File: config.mk
export PLATFORM = sky130hd
export DESIGN_NAME = rds_group_block_encoder_top
export DESIGN_NICKNAME = d
export VERILOG_FILES = /design/src/sv/rdsenc_pkg.sv /design/src/sv/rdsenc_front.sv /design/src/sv/rdsenc_queue.sv /design/src/sv/rdsenc_back.sv /design/src/sv/rds_group_block_encoder_top.sv
export SDC_FILE = /design/constraint.sdc
export NUM_CORES = 1
export LEC_CHECK = 0
export BUFFER_PORTS_ARGS = -buffer_cell sky130_fd_sc_hd__buf_4
export CAP_MARGIN = 0
export CELL_PAD_IN_SITES_DETAIL_PLACEMENT = 1
export CELL_PAD_IN_SITES_GLOBAL_PLACEMENT = 2
export CORE_MARGIN = 1
export CORE_UTILIZATION = 40
export CTS_BUF_LIST = sky130_fd_sc_hd__clkbuf_2
export DETAILED_ROUTE_END_ITERATION = 10
export PLACE_DENSITY_LB_ADDON = 0.1
export SLEW_MARGIN = 5
export SYNTH_ARGS = -nofsm -noshare
export SYNTH_HDL_FRONTEND = slang
export SYNTH_SLANG_ARGS = --single-unit
File: constraint.sdc
create_clock -name clk -period 5 [get_ports clk]
set_clock_uncertainty 0.2 [all_clocks]
set_input_delay 0.25 -clock clk [delete_from_list [all_inputs] [get_ports clk]]
set_output_delay 0.25 -clock clk [all_outputs]
set_load 0.01 [all_outputs]
File: src/sv/rdsenc_pkg.sv
`default_nettype none
package rdsenc_pkg;

  localparam int DataW  = 16;
  localparam int OffW   = 10;
  localparam int BlkW   = DataW + OffW;
  localparam int LeftW  = 6;
  localparam int CntW   = 3;
  localparam int AccW   = LeftW + BlkW;
  localparam int WordW  = 32;
  localparam int QDepth = 2;

  localparam logic [OffW:0] CrcGen = 11'h5B9;
  localparam logic [1:0]    PosD   = 2'd3;

  typedef struct packed {
    logic [DataW-1:0] data_word;
    logic [OffW-1:0]  ofs_word;
  } blk_req_t;

  typedef struct packed {
    logic [7:0] out_byte;
    logic       run_last;
    logic       group_end;
  } grp_req_t;

  typedef struct packed {
    logic [BlkW-1:0] blk;
    logic            grp_last;
  } q_entry_t;

  typedef struct packed {
    logic     valid;
    q_entry_t entry;
  } q_port_t;

  // x^(OffW+k) mod g: checkword contribution of data bit k
  function automatic logic [OffW-1:0] crc_col(input int k);
    logic [OffW:0] r;
    r = 11'h001;
    for (int i = 0; i < OffW + k; i++) begin
      r = r << 1;
      if (r[OffW]) begin
        r = r ^ CrcGen;
      end
    end
    return r[OffW-1:0];
  endfunction

endpackage
`default_nettype wire

File: src/sv/rdsenc_front.sv
`default_nettype none
module rdsenc_front import rdsenc_pkg::*; (
  input  wire logic     clk,
  input  wire logic     rst,
  input  wire logic     blk_valid,
  output logic          blk_ready,
  input  wire blk_req_t blk_data,
  input  wire logic     q_full,
  output q_port_t       push
);

  logic [1:0]      pos;
  logic [OffW-1:0] col [DataW];
  logic [OffW-1:0] check;

  for (genvar i = 0; i < DataW; i++) begin : g_col
    localparam logic [OffW-1:0] Col = crc_col(i);
    assign col[i] = blk_data.data_word[i] ? Col : '0;
  end

  always_comb begin
    check = blk_data.ofs_word;
    for (int i = 0; i < DataW; i++) begin
      check = check ^ col[i];
    end
  end

  assign blk_ready           = !q_full;
  assign push.valid          = blk_valid && !q_full;
  assign push.entry.blk      = {blk_data.data_word, check};
  assign push.entry.grp_last = (pos == PosD);

  always_ff @(posedge clk) begin
    if (rst) begin
      pos <= '0;
    end else if (push.valid) begin
      pos <= pos + 2'd1;
    end
  end

endmodule
`default_nettype wire

File: src/sv/rdsenc_queue.sv
`default_nettype none
module rdsenc_queue import rdsenc_pkg::*; (
  input  wire logic    clk,
  input  wire logic    rst,
  input  wire q_port_t push,
  output logic         full,
  output q_port_t      head,
  input  wire logic    pop
);

  q_entry_t   mem [QDepth];
  logic       wr_ptr;
  logic       rd_ptr;
  logic [1:0] count;

  assign full       = (count == 2'(QDepth));
  assign head.valid = (count != 2'd0);
  assign head.entry = mem[rd_ptr];

  always_ff @(posedge clk) begin
    if (push.valid) begin
      mem[wr_ptr] <= push.entry;
    end
  end

  always_ff @(posedge clk) begin
    if (rst) begin
      wr_ptr <= 1'b0;
      rd_ptr <= 1'b0;
      count  <= '0;
    end else begin
      if (push.valid) begin
        wr_ptr <= !wr_ptr;
      end
      if (pop) begin
        rd_ptr <= !rd_ptr;
      end
      if (push.valid && !pop) begin
        count <= count + 2'd1;
      end else if (pop && !push.valid) begin
        count <= count - 2'd1;
      end
    end
  end

endmodule
`default_nettype wire

File: src/sv/rdsenc_back.sv
`default_nettype none
module rdsenc_back import rdsenc_pkg::*; (
  input  wire logic    clk,
  input  wire logic    rst,
  input  wire q_port_t head,
  output logic         pop,
  output logic         grp_valid,
  input  wire logic    grp_ready,
  output grp_req_t     grp_data
);

  logic [LeftW-1:0] left_bits;
  logic [CntW-1:0]  left_cnt;
  logic [WordW-1:0] word;
  logic [2:0]       remain;
  logic             grp_flag;

  logic             emit;
  logic             load;
  logic [LeftW-1:0] old_mask;
  logic [LeftW-1:0] rem_mask;
  logic [AccW-1:0]  acc;
  logic [5:0]       total;
  logic [2:0]       nbytes;
  logic [2:0]       rem;
  logic [AccW-1:0]  tmp;
  logic [WordW-1:0] word_next;

  always_comb begin
    emit      = (remain != 3'd0) && (!grp_valid || grp_ready);
    load      = head.valid && ((remain == 3'd0) || ((remain == 3'd1) && emit));
    old_mask  = LeftW'((8'd1 << left_cnt) - 8'd1);
    acc       = {left_bits & old_mask, head.entry.blk};
    total     = 6'(left_cnt) + 6'(BlkW);
    nbytes    = total[5:3];
    rem       = total[2:0];
    rem_mask  = LeftW'((8'd1 << rem) - 8'd1);
    tmp       = acc >> rem;
    word_next = (nbytes == 3'd3) ? {tmp[23:0], 8'h00} : tmp[WordW-1:0];
  end

  assign pop = load;

  always_ff @(posedge clk) begin
    if (load) begin
      word     <= word_next;
      grp_flag <= head.entry.grp_last;
    end else if (emit) begin
      word <= word << 8;
    end
  end

  always_ff @(posedge clk) begin
    if (rst) begin
      remain    <= '0;
      left_bits <= '0;
      left_cnt  <= '0;
    end else if (load) begin
      remain    <= nbytes;
      left_bits <= acc[LeftW-1:0] & rem_mask;
      left_cnt  <= rem;
    end else if (emit) begin
      remain <= remain - 3'd1;
    end
  end

  always_ff @(posedge clk) begin
    if (rst) begin
      grp_valid <= 1'b0;
    end else if (emit) begin
      grp_valid <= 1'b1;
    end else if (grp_ready) begin
      grp_valid <= 1'b0;
    end
  end

  always_ff @(posedge clk) begin
    if (emit) begin
      grp_data.out_byte  <= word[WordW-1 -: 8];
      grp_data.run_last  <= (remain == 3'd1);
      grp_data.group_end <= (remain == 3'd1) && grp_flag;
    end
  end

endmodule
`default_nettype wire

File: src/sv/rds_group_block_encoder_top.sv
// RDS block encoder and group packer. Each request on blk carries a 16-bit
// information word and a 10-bit offset word; the block adds the CRC-10
// checkword (generator 0x5B9) XORed with the offset, appends the 26-bit
// block to the bit stream and sends the stream out on grp as bytes, MSB
// first. Blocks A, B and C give three bytes each and block D four, so a
// group is thirteen bytes; run_last marks the last byte of each block and
// group_end the last byte of the group. The checkword is computed in the
// cycle a request is taken, and a two-entry queue decouples that side from
// the byte packer. The output port moves one byte per cycle while grp_ready
// is high and blocks are queued. The first byte of a block passes through
// the queue entry, the packer word register and the output byte register.
`default_nettype none
module rds_group_block_encoder_top import rdsenc_pkg::*; (
  input  wire logic     clk,
  input  wire logic     rst,
  input  wire logic     blk_valid,
  output logic          blk_ready,
  input  wire blk_req_t blk_data,
  output logic          grp_valid,
  input  wire logic     grp_ready,
  output grp_req_t      grp_data
);

  q_port_t push;
  q_port_t head;
  logic    q_full;
  logic    pop;

  rdsenc_front u_front (
    .clk       (clk),
    .rst       (rst),
    .blk_valid (blk_valid),
    .blk_ready (blk_ready),
    .blk_data  (blk_data),
    .q_full    (q_full),
    .push      (push)
  );

  rdsenc_queue u_queue (
    .clk  (clk),
    .rst  (rst),
    .push (push),
    .full (q_full),
    .head (head),
    .pop  (pop)
  );

  rdsenc_back u_back (
    .clk       (clk),
    .rst       (rst),
    .head      (head),
    .pop       (pop),
    .grp_valid (grp_valid),
    .grp_ready (grp_ready),
    .grp_data  (grp_data)
  );

endmodule
`default_nettype wire

Word-level counts from Yosys, hierarchy flattened --
Memories as Yosys holds them, arrays and structs flattened. A register that Yosys moved wholly into a read port is not among the register bits. Index checks and enable logic that the tools add are counted.
Storage, ports and cells: input bits 30, logic and storage cells 96, RAM bits 54, memories kept 1, flip-flop bits (word level) 62, output and inout bits 12
Operators by class: shift-type cells 3, $add $sub $neg 7, bitwise gates (word level) 18, reduce and logical (&&, ||, !) cells 21, multiplexer cells 29, equal/unequal tests 4
Memories:
- u_queue.mem | words 2, bits a word 27, rd ports 1, clocked after memory_dff 1, wr ports 1, line rdsenc_queue.sv:11 | q_entry_t mem [QDepth];
Operator list (count):
- 10-bit bitwise XOR | 16
- 10-bit two-way mux | 10
- 32-bit two-way mux | 3
- 32-bit by 3-bit right shift with 32-bit output | 1
- 9-bit two-way mux | 2
- 7-bit two-way mux | 2
- 6-bit bitwise AND | 2
- 1-bit by 3-bit << shifter with 6-bit output (first input constant) | 2
- 6-bit by 1-bit subtractor with 6-bit output (second input constant) | 2
- 8-bit two-way mux | 1
- 2-bit nonzero test | 4
- 1-bit logical AND | 7
- 3-bit by 5-bit adder with 6-bit output (second input constant) | 1
- 1-bit zero test | 6
- 1-bit two-way mux | 6
- 3-bit two-way mux | 2
- 6-bit two-way mux | 1
- 2-bit by 1-bit adder with 2-bit output (second input constant) | 2
- 2-bit == test (second input constant) | 2
- 2-bit two-way mux | 2
- 3-bit by 1-bit == test with 1-bit output (second input constant) | 1
- 3-bit by 2-bit == test with 1-bit output (second input constant) | 1
- 3-bit zero test | 1
- 3-bit nonzero test | 1
- other kinds (3) | 4

Depth between registers and ports, before layout --
Gate-level depths: netlist (run 1).
word-level depth 17, depth in mapped cells 9, depth with buffers taken out 8

By module --
From an unflattened synthesis (run 1), not the netlist that was laid out.
Unflattened totals: cells, all modules 440, area total of the unflattened synthesis 6200.9 sq um
By module, submodules not included:
- rdsenc_back | instances 1, cells each 271, area each 3258.1 sq um, sequential area each 1531.5 sq um
- rdsenc_queue | instances 1, cells each 106, area each 2163.3 sq um, sequential area each 1721.7 sq um
- rdsenc_front | instances 1, cells each 63, area each 779.5 sq um, sequential area each 40.0 sq um

Worst setup path after synthesis (run 1) --
No wires, ideal clock.
path kind register to register, start register u_back.remain[0], end register u_back.word[0], enable pin, cell stages (with the launch flop) 6, period minus slack after synthesis 2745 ps, setup time 394 ps, path buffers 0, slack 2255 ps, required time 4406 ps, arrival 2151 ps, cells stage by stage dfxtp_1 -> inv_1 -> ha_1 -> nand2b_1 -> and2_0 -> nand2b_1
Between the ends: word-level cells in the longest chain between the ends 6, elaborated cells on any way between the ends 8, classes of those cells eq/ne: 1; reduce/logical: 7
RTL lines:
- from (decl) | line rdsenc_back.sv:15 | logic [2:0] remain;
- from (signal assigned) | line rdsenc_back.sv:59 | remain <= nbytes;
- from (signal assigned) | line rdsenc_back.sv:63 | remain <= remain - 3'd1;
- 3-bit nonzero test (*) | line rdsenc_back.sv:30 | emit = (remain != 3'd0) && (!grp_valid || grp_ready);
- 1-bit logical AND (*) | line rdsenc_back.sv:30
- via u_back.emit | line rdsenc_back.sv:18 | logic emit;
- 1-bit logical AND | line rdsenc_back.sv:31 | load = head.valid && ((remain == 3'd0) || ((remain == 3'd1) && emit));
- 1-bit logical OR | line rdsenc_back.sv:31
- 1-bit logical AND | line rdsenc_back.sv:31
- 2-bit nonzero test (no source line) (*)
- to (signal assigned) | line rdsenc_back.sv:46 | word <= word_next;
- to (signal assigned) | line rdsenc_back.sv:49 | word <= word << 8;
- to (decl) | line rdsenc_back.sv:14 | logic [WordW-1:0] word;
The timed path passes the listed nets; every way through them passes the cells marked *. A chain may end at the register's enable or synchronous reset.

Final worst setup path (run 1) --
start register u_back.left_cnt[2], end register u_back.word[25] (data pin)
Between the ends: elaborated cells on any way between the ends 8, classes of those cells add/sub: 2; eq/ne: 1; shift: 2; mux: 2; bitwise: 1
RTL lines:
- from (decl) | line rdsenc_back.sv:13 | logic [CntW-1:0] left_cnt;
- from (signal assigned) | line rdsenc_back.sv:61 | left_cnt <= rem;
- 3-bit by 5-bit adder with 6-bit output | line rdsenc_back.sv:34 | total = 6'(left_cnt) + 6'(BlkW);
- via u_back.total[2] | line rdsenc_back.sv:23 | logic [5:0] total;
- 32-bit by 3-bit right shift with 32-bit output | line rdsenc_back.sv:38 | tmp = acc >> rem;
- 32-bit two-way mux | line rdsenc_back.sv:39 | word_next = (nbytes == 3'd3) ? {tmp[23:0], 8'h00} : tmp[WordW-1:0];
- 32-bit two-way mux | line rdsenc_back.sv:45 | if (load) begin
The timed path passes the listed nets, and every way through them passes these cells.

==> flow_summary.toml, run 1 <==
[floorplan]
ioPinCount = 42
start_util_pct = 40.72
core_um2 = 14480
die_y_um = 123.4
rows = 44
die_area_um2 = 15230
die_w_um = 123.4

[setup_path]
r2r_cells = 6
criticalPathCategory = "flip-flop to flip-flop"
endpoint_kind = "flip-flop"
crit_required_ns = 5.19
critPathArrivalTime_ns = 3.36
setup.worst_path.start_class = "flip-flop"
ff2ff_setup_slack_ns = 1.83
cp_max_fo = 25

[cells_and_area]
multi_input_area_um2 = 2425
drive_gt1_share_pct = 20.08
postLayoutCellArea_um2 = 6898
num-fill-cells = 1507
nets = 561
regArea_um2 = 3294
area_delta_synth_final_pct = 17.00

[timing]
slew_headroom_pct = 31.74
hold_violations = 0
period_minus_slack_ns = 3.170
worst_slack_ns = 1.830
setup_viol = 0
worst_pin_slew_ns = 1.024
rsz0062_at_grt = "false"
fmax_mhz = 315.5
min_period_over_period_pct = 63.40
fin_tns_setup_ns = 0
drv_slew = 0

[clock_tree]
cts_resized = 0
postCtsHoldBufs = 28
clkTransAtPathRegs_ns = 0.16
max-clock-path-buffers = 2
htree_levels = 4
cts_inserted_buffers = 17
cts-root-buf = "clkbuf_2"
cts_setup_buffers = 0
cts_tree = "done"
clk_latency_ns = 0.68
clkSinkCount = 116

[placement]
post-place-ws_ns = 1.912
io_buffers = 41
dp_hpwl_mm = 10.48
place_congestion = 0.8102
post_dp_cell_area_um2 = 6355

[run]
cap_violations = 0

[drt]
avgRoutedWirePerCell_um = 20.98
antenna_left = 0
dr.max_layer_used = "met4"
wl_mm = 15.08
drt_iter0_markers = 263
dr.pass1.iters = 7
met3_length_um = 560
vias = 3992
avgViaCountPerCell = 5.552
drc = 0
wirelength_met1_mm = 6.577
met2RoutedLength_mm = 7.522

[pwr]
p_int_uw = 2554
pwr-share-seq_pct = 39.4
swShare_pct = 40.11
peakVddDrop_uv = 194.2
combPwrFrac_pct = 45.7
power_density_nw_per_um2 = 618.4
switching_power_uw = 1711
pwr-share-clk_pct = 14.9
p_leak_uw = 0.002425

[yosys]
ys_ff_latch = 116
synth_top_family_by_area = "multiplexers"
synthAdderAreaFrac_pct = 2.334
async_flop_share_pct = 0
ys_warn_count = 0
synth_edf_count = 97
synth_cell_type_count = 46
syn_avg_cell_area_um2 = 13.10
synth-simple-area-share_pct = 6.346
muxShareOfSynthArea_pct = 13.18
ys_seq_area_share_pct = 55.86
synth_compound_area_share_pct = 10.78
syn_inst = 450
synth_xor_area_share_pct = 8.319
syn_area_um2 = 5896
synth_ff_type = "edfxtp_1"
syn-num-nets = 491

[global_route]
track_usage_pct = 21.28
grt.overflow.total = 0
grt_antenna_before_repair = 2
grt_max_degree = 40
grt_pass1_wl_mm = 23.27
grt_pass1_vias = 4065

[worst_hold_path]
whs_path_depth = 2
min_path_type = "input pin to flip-flop"

[status]
status = "complete, no violations"
## power by group through the flow
stage	sequential (uW)	clock [uW]	combinational, uW
2_1_floorplan	1650	0	1380
6_report	1680	635	1950
3_3_place_gp	1690	0	1900
3_5_place_dp	1720	0	1930
4_1_cts	1690	655	1960
5_1_grt	1730	701	2120
## kinds of logic after synthesis
family / after synthesis
compound gates: 98
buf+inv: 38
mux: 58
fa+ha+maj: 11
simple gates: 73
flops: 116
xor+xnor: 56
## routing by layer
metal	global-route usage, %	vias to the layer above
li1	-	1873
met1	26.42	1987
met2	34.81	108
met3	5.627	24
met4	9.262	0
met5	0	-
## area by class of cell
type,count,share of cell area [%]
Multi-Input combinational cell,296,35.15
Inverter,10,0.5442
Clock inverter,12,1.995
Antenna cell,2,0.07256
Tap cell,184,3.338
Sequential cell,116,47.76
Timing Repair Buffer,79,9.686
Clock buffer,20,1.451
## cells in the final DEF (no fill, tap or decap), drive strengths merged, types with 4 or more instances in the layout
master       count
o31ai            4
nand3            8
clkbuf          20
dlygate4sd3     30
clkinv           7
edfxtp          97
xnor2           41
a22oi           16
inv             10
ha              11
mux4            14
o221ai          17
nor2            17
nand2b           7
a21oi           18
mux2i           36
dfxtp           19
buf             49
xor2            15
or4              4
o21ai           32
nand2           18
mux2             8
## synth_stat cells (4+ instances only)
| library cell | instances | area, um^2 |
|---|---|---|
| buf_2 | 7 | 35.03 |
| dfxtp_1 | 19 | 380.4 |
| ha_1 | 11 | 137.6 |
| o21ai_0 | 32 | 160.2 |
| or4_1 | 4 | 30.03 |
| nor2_1 | 17 | 63.81 |
| nand2b_1 | 6 | 37.54 |
| edfxtp_1 | 97 | 2913 |
| nand2_1 | 18 | 67.56 |
| o31ai_1 | 4 | 30.03 |
| mux4_2 | 11 | 247.7 |
| xor2_1 | 15 | 131.4 |
| o221ai_1 | 17 | 148.9 |
| mux2i_1 | 36 | 360.4 |
| nand3_1 | 8 | 40.04 |
| clkbuf_1 | 13 | 48.80 |
| mux2_2 | 8 | 90.09 |
| a21oi_1 | 18 | 90.09 |
| xnor2_1 | 41 | 359.1 |
| a22oi_1 | 16 | 120.1 |
| inv_1 | 8 | 30.03 |
## final timing paths
path / startpoint / endpoint
hold / removal: blk_data[16] / u_queue.mem[0][17]
setup / recovery: u_back.left_cnt[2] / u_back.word[25]
hold reg to reg: u_back.word[24] / u_back.grp_data[2]
setup reg to reg: u_back.left_cnt[2] / u_back.word[25]
## registers in the layout, summed over array words and instances (netlist names), named ones only
signal and count:
u_back.word 32, u_queue.wr_ptr 1, u_back.left_bits 6, u_queue.mem 54, u_back.remain 3, u_back.left_cnt 2
u_front.pos 2, u_back.grp_data 10, u_back.grp_flag 1, u_back.grp_valid 1, u_queue.count 2, u_queue.rd_ptr 1
## per-stage QoR
stage	utilization, %	hold WS, ns	power, uW	std cells
after floorplan	-	0.1489	3033	450
after global placement	43.89	0.2013	3595	655
after detailed placement	43.89	0.2075	3650	655
after CTS	47.47	0.01016	4307	715
after global routing	47.64	0.03632	4546	719
final	47.64	0.1107	4266	719
## critical path, stage by stage, from the launching register on
cell and delay [ns]:
dfxtp_1 0.45, inv_1 0.09, ha_1 0.96, inv_2 0.35
mux2i_1 0.22, mux2i_1 0.41, o221ai_1 0.19
(Power assumes the default switching activity.)
==> run 2: changes to the inputs <==
--- a/config.mk
+++ b/config.mk
@@ -5,12 +5,13 @@
 export SDC_FILE = /design/constraint.sdc
 export NUM_CORES = 1
 export LEC_CHECK = 0
+export ABC_AREA = 1
 export BUFFER_PORTS_ARGS = -buffer_cell sky130_fd_sc_hd__buf_4
 export CAP_MARGIN = 0
 export CELL_PAD_IN_SITES_DETAIL_PLACEMENT = 1
 export CELL_PAD_IN_SITES_GLOBAL_PLACEMENT = 2
 export CORE_MARGIN = 1
-export CORE_UTILIZATION = 40
+export CORE_UTILIZATION = 34
 export CTS_BUF_LIST = sky130_fd_sc_hd__clkbuf_2
 export DETAILED_ROUTE_END_ITERATION = 10
 export PLACE_DENSITY_LB_ADDON = 0.1
==> constraint.sdc (replaced) <==
create_clock -name clk -period 2.7 [get_ports clk]
set_clock_uncertainty 0.2 [all_clocks]
set_input_delay 0.135 -clock clk [delete_from_list [all_inputs] [get_ports clk]]
set_output_delay 0.135 -clock clk [all_outputs]
set_load 0.01 [all_outputs]
==> run 2 against run 1 <==
Clock power increased by 89%. Worst hold slack got worse by 0.026 ns. Via count increased by 49%. Routed wire length increased by 27%. Sequential power increased by 77%. Critical path depth increased by 7. Sequential share of layout area decreased by 6.3 points. Global-route usage decreased by 1.0 points. Register-to-register slack got worse by 1.6 ns. First-iteration DRC count increased by 8.0%. Critical endpoint is now u_back.remain[1]. Largest power group unchanged. Highest routed layer unchanged.
==> flow_summary.toml, run 2 <==
[status]
status = "complete, no violations"

[drt]
avgViaCountPerCell = 4.847
wl_mm = 19.20
vias = 5938
avgRoutedWirePerCell_um = 15.67
drc = 0
dr.pass1.iters = 4
drt_iter0_markers = 284
antenna_left = 0

[cells_and_area]
area_delta_synth_final_pct = 17.29
top_register = "u_queue.mem"
regArea_um2 = 3293
utilization_pct = 40.70
nets = 987
layout_commonest_cell = "nand2_1"
final_cell_mix = "nand2_1, nand3_1, edfxtp_1"
largest_reg_flops = 54
top_regs = "u_queue.mem: 54 flops, u_back.word: 32 flops, u_back.grp_data: 10 flops"
num-fill-cells = 2445
multi_input_area_um2 = 2983
drive_gt1_share_pct = 10.11

[global_route]
grt_max_degree = 41
grt_pass1_wl_mm = 31.27
grt_pass1_vias = 6096
grt.overflow.total = 0
grt_antenna_before_repair = 1
track_usage_pct = 20.25

[worst_hold_path]
min_path_type = "input pin to flip-flop"
worstHoldEndpoint = "u_queue.mem[0][26]"
hold_start = "blk_data[25]"
whs_path_depth = 2

[setup_path]
cp_num_buf_inv = 4
endpoint_kind = "flip-flop"
reg2reg_to = "u_back.remain[1]"
setup.worst_path.start_class = "flip-flop"
crit_path_max_incr_delay_ns = 0.55
r2r-start = "u_back.remain[1]"
slowest_stage = "dlygate4sd3_1"
crit_family = "buffers and inverters"
criticalPathCategory = "flip-flop to flip-flop"
cp_max_fo = 34
critPathArrivalTime_ns = 2.88
r2r_cells = 13
path_cells = "inv_1, ha_1, inv_1, nor2_4, nand2_2, nand2_4, nand2_4, nand2_1, buf_8, nor2_1, nor2_1, nor2_1, dlygate4sd3_1"
path_common_cell = "nor2_1"
crit_required_ns = 3.10
ff2ff_setup_slack_ns = 0.23

[timing]
period_minus_slack_ns = 2.473
min_period_over_period_pct = 91.58
drv_slew = 0
setup_viol = 0
whs_ns = 0.08467
worst_pin_slew_ns = 0.4972
slew_headroom_pct = 66.50
fin_tns_setup_ns = 0
hold_violations = 0
fmax_mhz = 404.4
worst_slack_ns = 0.2275
rsz0062_at_grt = "false"

[yosys]
syn-num-nets = 914
synth_edf_count = 97
syn_area_um2 = 6775
async_flop_share_pct = 0
synth_most_common_cell = "nand2_1"
synth.largest_area_cell = "edfxtp_1"
synth_cell_type_count = 32
synth_area_leaders = "edfxtp_1, nand2_1, nand3_1, dfxtp_1, inv_1"
synth_common_cells = "nand2_1, nand3_1, edfxtp_1, inv_1, nor2_1"
ys_ff_latch = 116
ys_seq_area_share_pct = 48.61
ys_warn_count = 0
synth_ff_type = "edfxtp_1"
syn_inst = 873
syn_avg_cell_area_um2 = 7.761
synth_top_area_share_pct = 42.99

[floorplan]
ioPinCount = 42
rows = 51
die_area_um2 = 20500
start_util_pct = 34.70
die_y_um = 143.2
core_um2 = 19530
die_w_um = 143.2

[clock_tree]
cts_inserted_buffers = 17
clkSinkCount = 116
cts_tree = "done"
clkTransAtPathRegs_ns = 0.18
cts-root-buf = "clkbuf_2"
max-clock-path-buffers = 2
clk_latency_ns = 0.70
htree_levels = 4
cts_setup_buffers = 0

[pwr]
power_density_nw_per_um2 = 1001
peakVddDrop_uv = 513.9
p_leak_uw = 0.003640

[placement]
io_buffers = 41
dp_hpwl_mm = 14.30
post-place-ws_ns = 0.4372
place_congestion = 0.8275

[run]
cap_violations = 0
run 2: cell families (layout without fill, tap and decap cells):
family | Yosys count | in the layout | share of synthesized area, %
simple gates | 560 | 560 | 35.03
flops | 116 | 116 | 48.61
buf+inv | 112 | 198 | 7.442
compound gates | 51 | 51 | 3.915
xor+xnor | 23 | 23 | 2.973
fa+ha+maj | 11 | 11 | 2.031
other cells | 0 | 1 | 0
run 2: timing repair:
item / 4_1_cts / 5_1_grt
hold buffers: 41 / 0
gates resized for setup: 0 / 3
hold endpoints to repair: 133 / 0
endpoints found under the setup margin: 0 / 1
run 2: report_power, final:
| part | leakage [uW] | internal (uW) | switching (uW) | total (uW) |
|---|---|---|---|---|
| logic | 0.00240 | 1190 | 2600 | 3780 |
| registers | 0.00110 | 2790 | 180 | 2970 |
| clock network | 0.000142 | 519 | 685 | 1200 |
run 2: per-layer routing:
metal  part of all wire [%]  global-route usage (%)  vias up
li1                       -                       -     2987
met1                     45                   24.15     2816
met2                     48                   34.92       96
met3                    2.4                   2.482       39
met4                    4.4                   12.00        0
met5                      0                       0        -
run 2: metrics by stage:
stage	cell area (um^2)	total power [uW]	instances
finish	7946	7954	1225
global placement	7271	6666	1151
global route	7946	8657	1225
detailed placement	7271	6757	1151
floorplan	6775	5680	873
CTS	7936	8045	1224
run 2: how the worst max path moves through the flow:
stage                       startpoint                end  slack, ns  cells past startpoint
finish                u_back.remain[1]   u_back.remain[1]       0.23                     13
global route          u_back.remain[1]   u_back.remain[1]       0.03                     13
CTS                   u_back.remain[1]   u_back.remain[1]       0.04                     13
detailed placement  u_back.left_cnt[1]    u_back.word[30]       0.44                     11
global placement    u_back.left_cnt[1]    u_back.word[26]       0.42                     11
floorplan             u_queue.count[0]  u_queue.mem[1][0]       0.31                      4
run 2: area by class of cell:
cell class	count	share of cell area, %
Antenna cell	1	0.03149
Inverter	74	3.527
Tap cell	265	4.173
Multi-Input combinational cell	645	37.54
Clock inverter	13	2.015
Sequential cell	116	41.44
Clock buffer	19	1.197
Timing Repair Buffer	92	10.08
==> run 3: changes to the inputs <==
--- a/config.mk
+++ b/config.mk
@@ -14,7 +14,8 @@
 export CORE_UTILIZATION = 34
 export CTS_BUF_LIST = sky130_fd_sc_hd__clkbuf_2
 export DETAILED_ROUTE_END_ITERATION = 10
-export PLACE_DENSITY_LB_ADDON = 0.1
+export PLACE_DENSITY = 0.9
+export RECOVER_POWER = 50
 export SLEW_MARGIN = 5
 export SYNTH_ARGS = -nofsm -noshare
 export SYNTH_HDL_FRONTEND = slang
==> run 3 against run 2 <==
Sequential share of layout area rose by 0.61 points. First-iteration DRC count rose by 14%. Die area did not move. Fmax rose by 3.2%. Setup slack improved by 0.078 ns. Sequential cell count did not move. Total power rose by 1.8%. Combinational power fell by 4%. Worst hold slack improved by 0.028 ns. Clock power rose by 27%. Clock-buffer cell count fell by 2. Critical endpoint is now u_back.remain[0].
==> flow_summary.toml, run 3 (synthesis results as in run 2) <==
[worst_hold_path]
worstHoldEndpoint = "u_back.grp_valid"
whs_path_depth = 5
min_path_type = "input pin to flip-flop"
hold_start = "grp_ready"

[clock_tree]
cts_setup_buffers = 0
cts_tree = "done"
clk_latency_ns = 0.68
cts_inserted_buffers = 17
htree_levels = 4
cts_resized = 0
max-clock-path-buffers = 2
clkSinkCount = 116
cts-root-buf = "clkbuf_2"
clkTransAtPathRegs_ns = 0.19

[setup_path]
ff2ff_setup_slack_ns = 0.31
path_cells = "inv_1, ha_1, nand2_1, nand2_1, inv_1, nand2_1, nand3_1, a21oi_1, dlygate4sd3_1"
critPathArrivalTime_ns = 2.78
crit_required_ns = 3.09
crit_path_max_incr_delay_ns = 0.57
endpoint_kind = "flip-flop"
slowest_stage = "dlygate4sd3_1"
path_common_cell = "nand2_1"
setup.worst_path.start_class = "flip-flop"
criticalPathCategory = "flip-flop to flip-flop"
reg2reg_to = "u_back.remain[0]"
cp_max_fo = 12
r2r_cells = 9
r2r-start = "u_back.remain[0]"

[cells_and_area]
drive_gt1_share_pct = 6.947
layout_commonest_cell = "nand2_1"
nets = 978
area_delta_synth_final_pct = 15.59
top_regs = "u_queue.mem: 54 flops, u_back.word: 32 flops, u_back.grp_data: 10 flops"
final_cell_mix = "nand2_1, nand3_1, edfxtp_1"
utilization_pct = 40.11
top_register = "u_queue.mem"
largest_reg_flops = 54

[drt]
avgViaCountPerCell = 4.774
drc = 0
dr.pass1.iters = 4
avgRoutedWirePerCell_um = 14.75
antenna_left = 0
drt_iter0_markers = 323
wl_mm = 17.94
vias = 5805

[pwr]
p_leak_uw = 0.003552
power_density_nw_per_um2 = 1034
peakVddDrop_uv = 413.8

[timing]
min_period_over_period_pct = 88.70
hold_violations = 0
drv_slew = 0
fin_tns_setup_ns = 0
rsz0062_at_grt = "false"
setup_viol = 0
worst_pin_slew_ns = 0.7631
slew_headroom_pct = 49.13
period_minus_slack_ns = 2.395
fmax_mhz = 417.6

[global_route]
grt_max_degree = 41
grt_antenna_before_repair = 1
grt.overflow.total = 0
grt_pass1_wl_mm = 29.77
grt_pass1_vias = 5821
track_usage_pct = 18.91

[floorplan]
core_um2 = 19530
start_util_pct = 34.70
die_w_um = 143.2
ioPinCount = 42
die_area_um2 = 20500
die_y_um = 143.2
rows = 51

[placement]
io_buffers = 41
dp_hpwl_mm = 13.21
place_congestion = 0.7947

[run]
cap_violations = 0

[status]
status = "complete, no violations"
run 3: layer usage:
layer / GRT usage, % / wire length [um] / up-vias
li1: - / - / 2986
met1: 24.37 / 8485 / 2725
met2: 32.43 / 8838 / 76
met3: 2.515 / 362 / 18
met4: 6.395 / 255 / 0
met5: 0 / 0 / -
run 3: timing repair:
action	in CTS	in global routing
hold buffers	33	0
endpoints found under the hold margin	134	0
endpoints found under the setup margin	0	0
run 3: metrics by stage:
| step | power (uW) | setup slack (ns) | instance area (um^2) | std cells | hold WS, ns |
|---|---|---|---|---|---|
| after floorplan | 5680 | 0.3149 | 6775 | 873 | 0.03387 |
| after global placement | 6604 | 0.4776 | 7276 | 1150 | 0.1894 |
| after detailed placement | 6712 | 0.4259 | 7276 | 1150 | 0.1954 |
| after CTS | 8305 | 0.3127 | 7945 | 1215 | 0.006980 |
| after global routing | 8815 | 0.1223 | 7831 | 1216 | 0.09570 |
| final | 8101 | 0.3052 | 7831 | 1216 | 0.1122 |
run 3: worst max-delay path by stage:
stage	startpoint	to	slack (ns)	cells after the start
after floorplan	u_queue.count[0]	u_queue.mem[1][0]	0.31	4
after global placement	u_back.left_cnt[1]	u_back.word[26]	0.48	11
after detailed placement	u_back.left_cnt[1]	u_back.word[26]	0.43	11
after CTS	u_back.remain[0]	u_back.remain[0]	0.31	9
after global routing	u_back.remain[0]	u_back.remain[0]	0.12	9
final	u_back.remain[0]	u_back.remain[0]	0.31	9
run 3: power by group:
| group | switching (uW) | total, uW | internal [uW] |
|---|---|---|---|
| Sequential | 177 | 2970 | 2790 |
| Combinational | 2520 | 3610 | 1090 |
| Clock | 718 | 1520 | 805 |
| Total | 3420 | 8100 | 4680 |
run 3: final cells by class:
cell class | count | area, um^2
repair buffers | 83 | 611.8
clock buffers | 17 | 85.08
fillers | 2454 | 11700
inverters | 74 | 280.3
well taps | 265 | 331.6
multi-input cells | 645 | 2973
clock inverters | 15 | 254.0
flip-flops and latches | 116 | 3293
diodes | 1 | 2.502
run 3: worst max-delay path: cells and delay by family, from the launching register on:
kind                     cells  cell delay [ns]
AO/OA/AOI/OAI                1             0.07
flip-flops                   1             0.40
adder cells (fa/ha/maj)      1             0.19
AND/OR/NAND/NOR              4             0.45
buffers and inverters        3             1.02
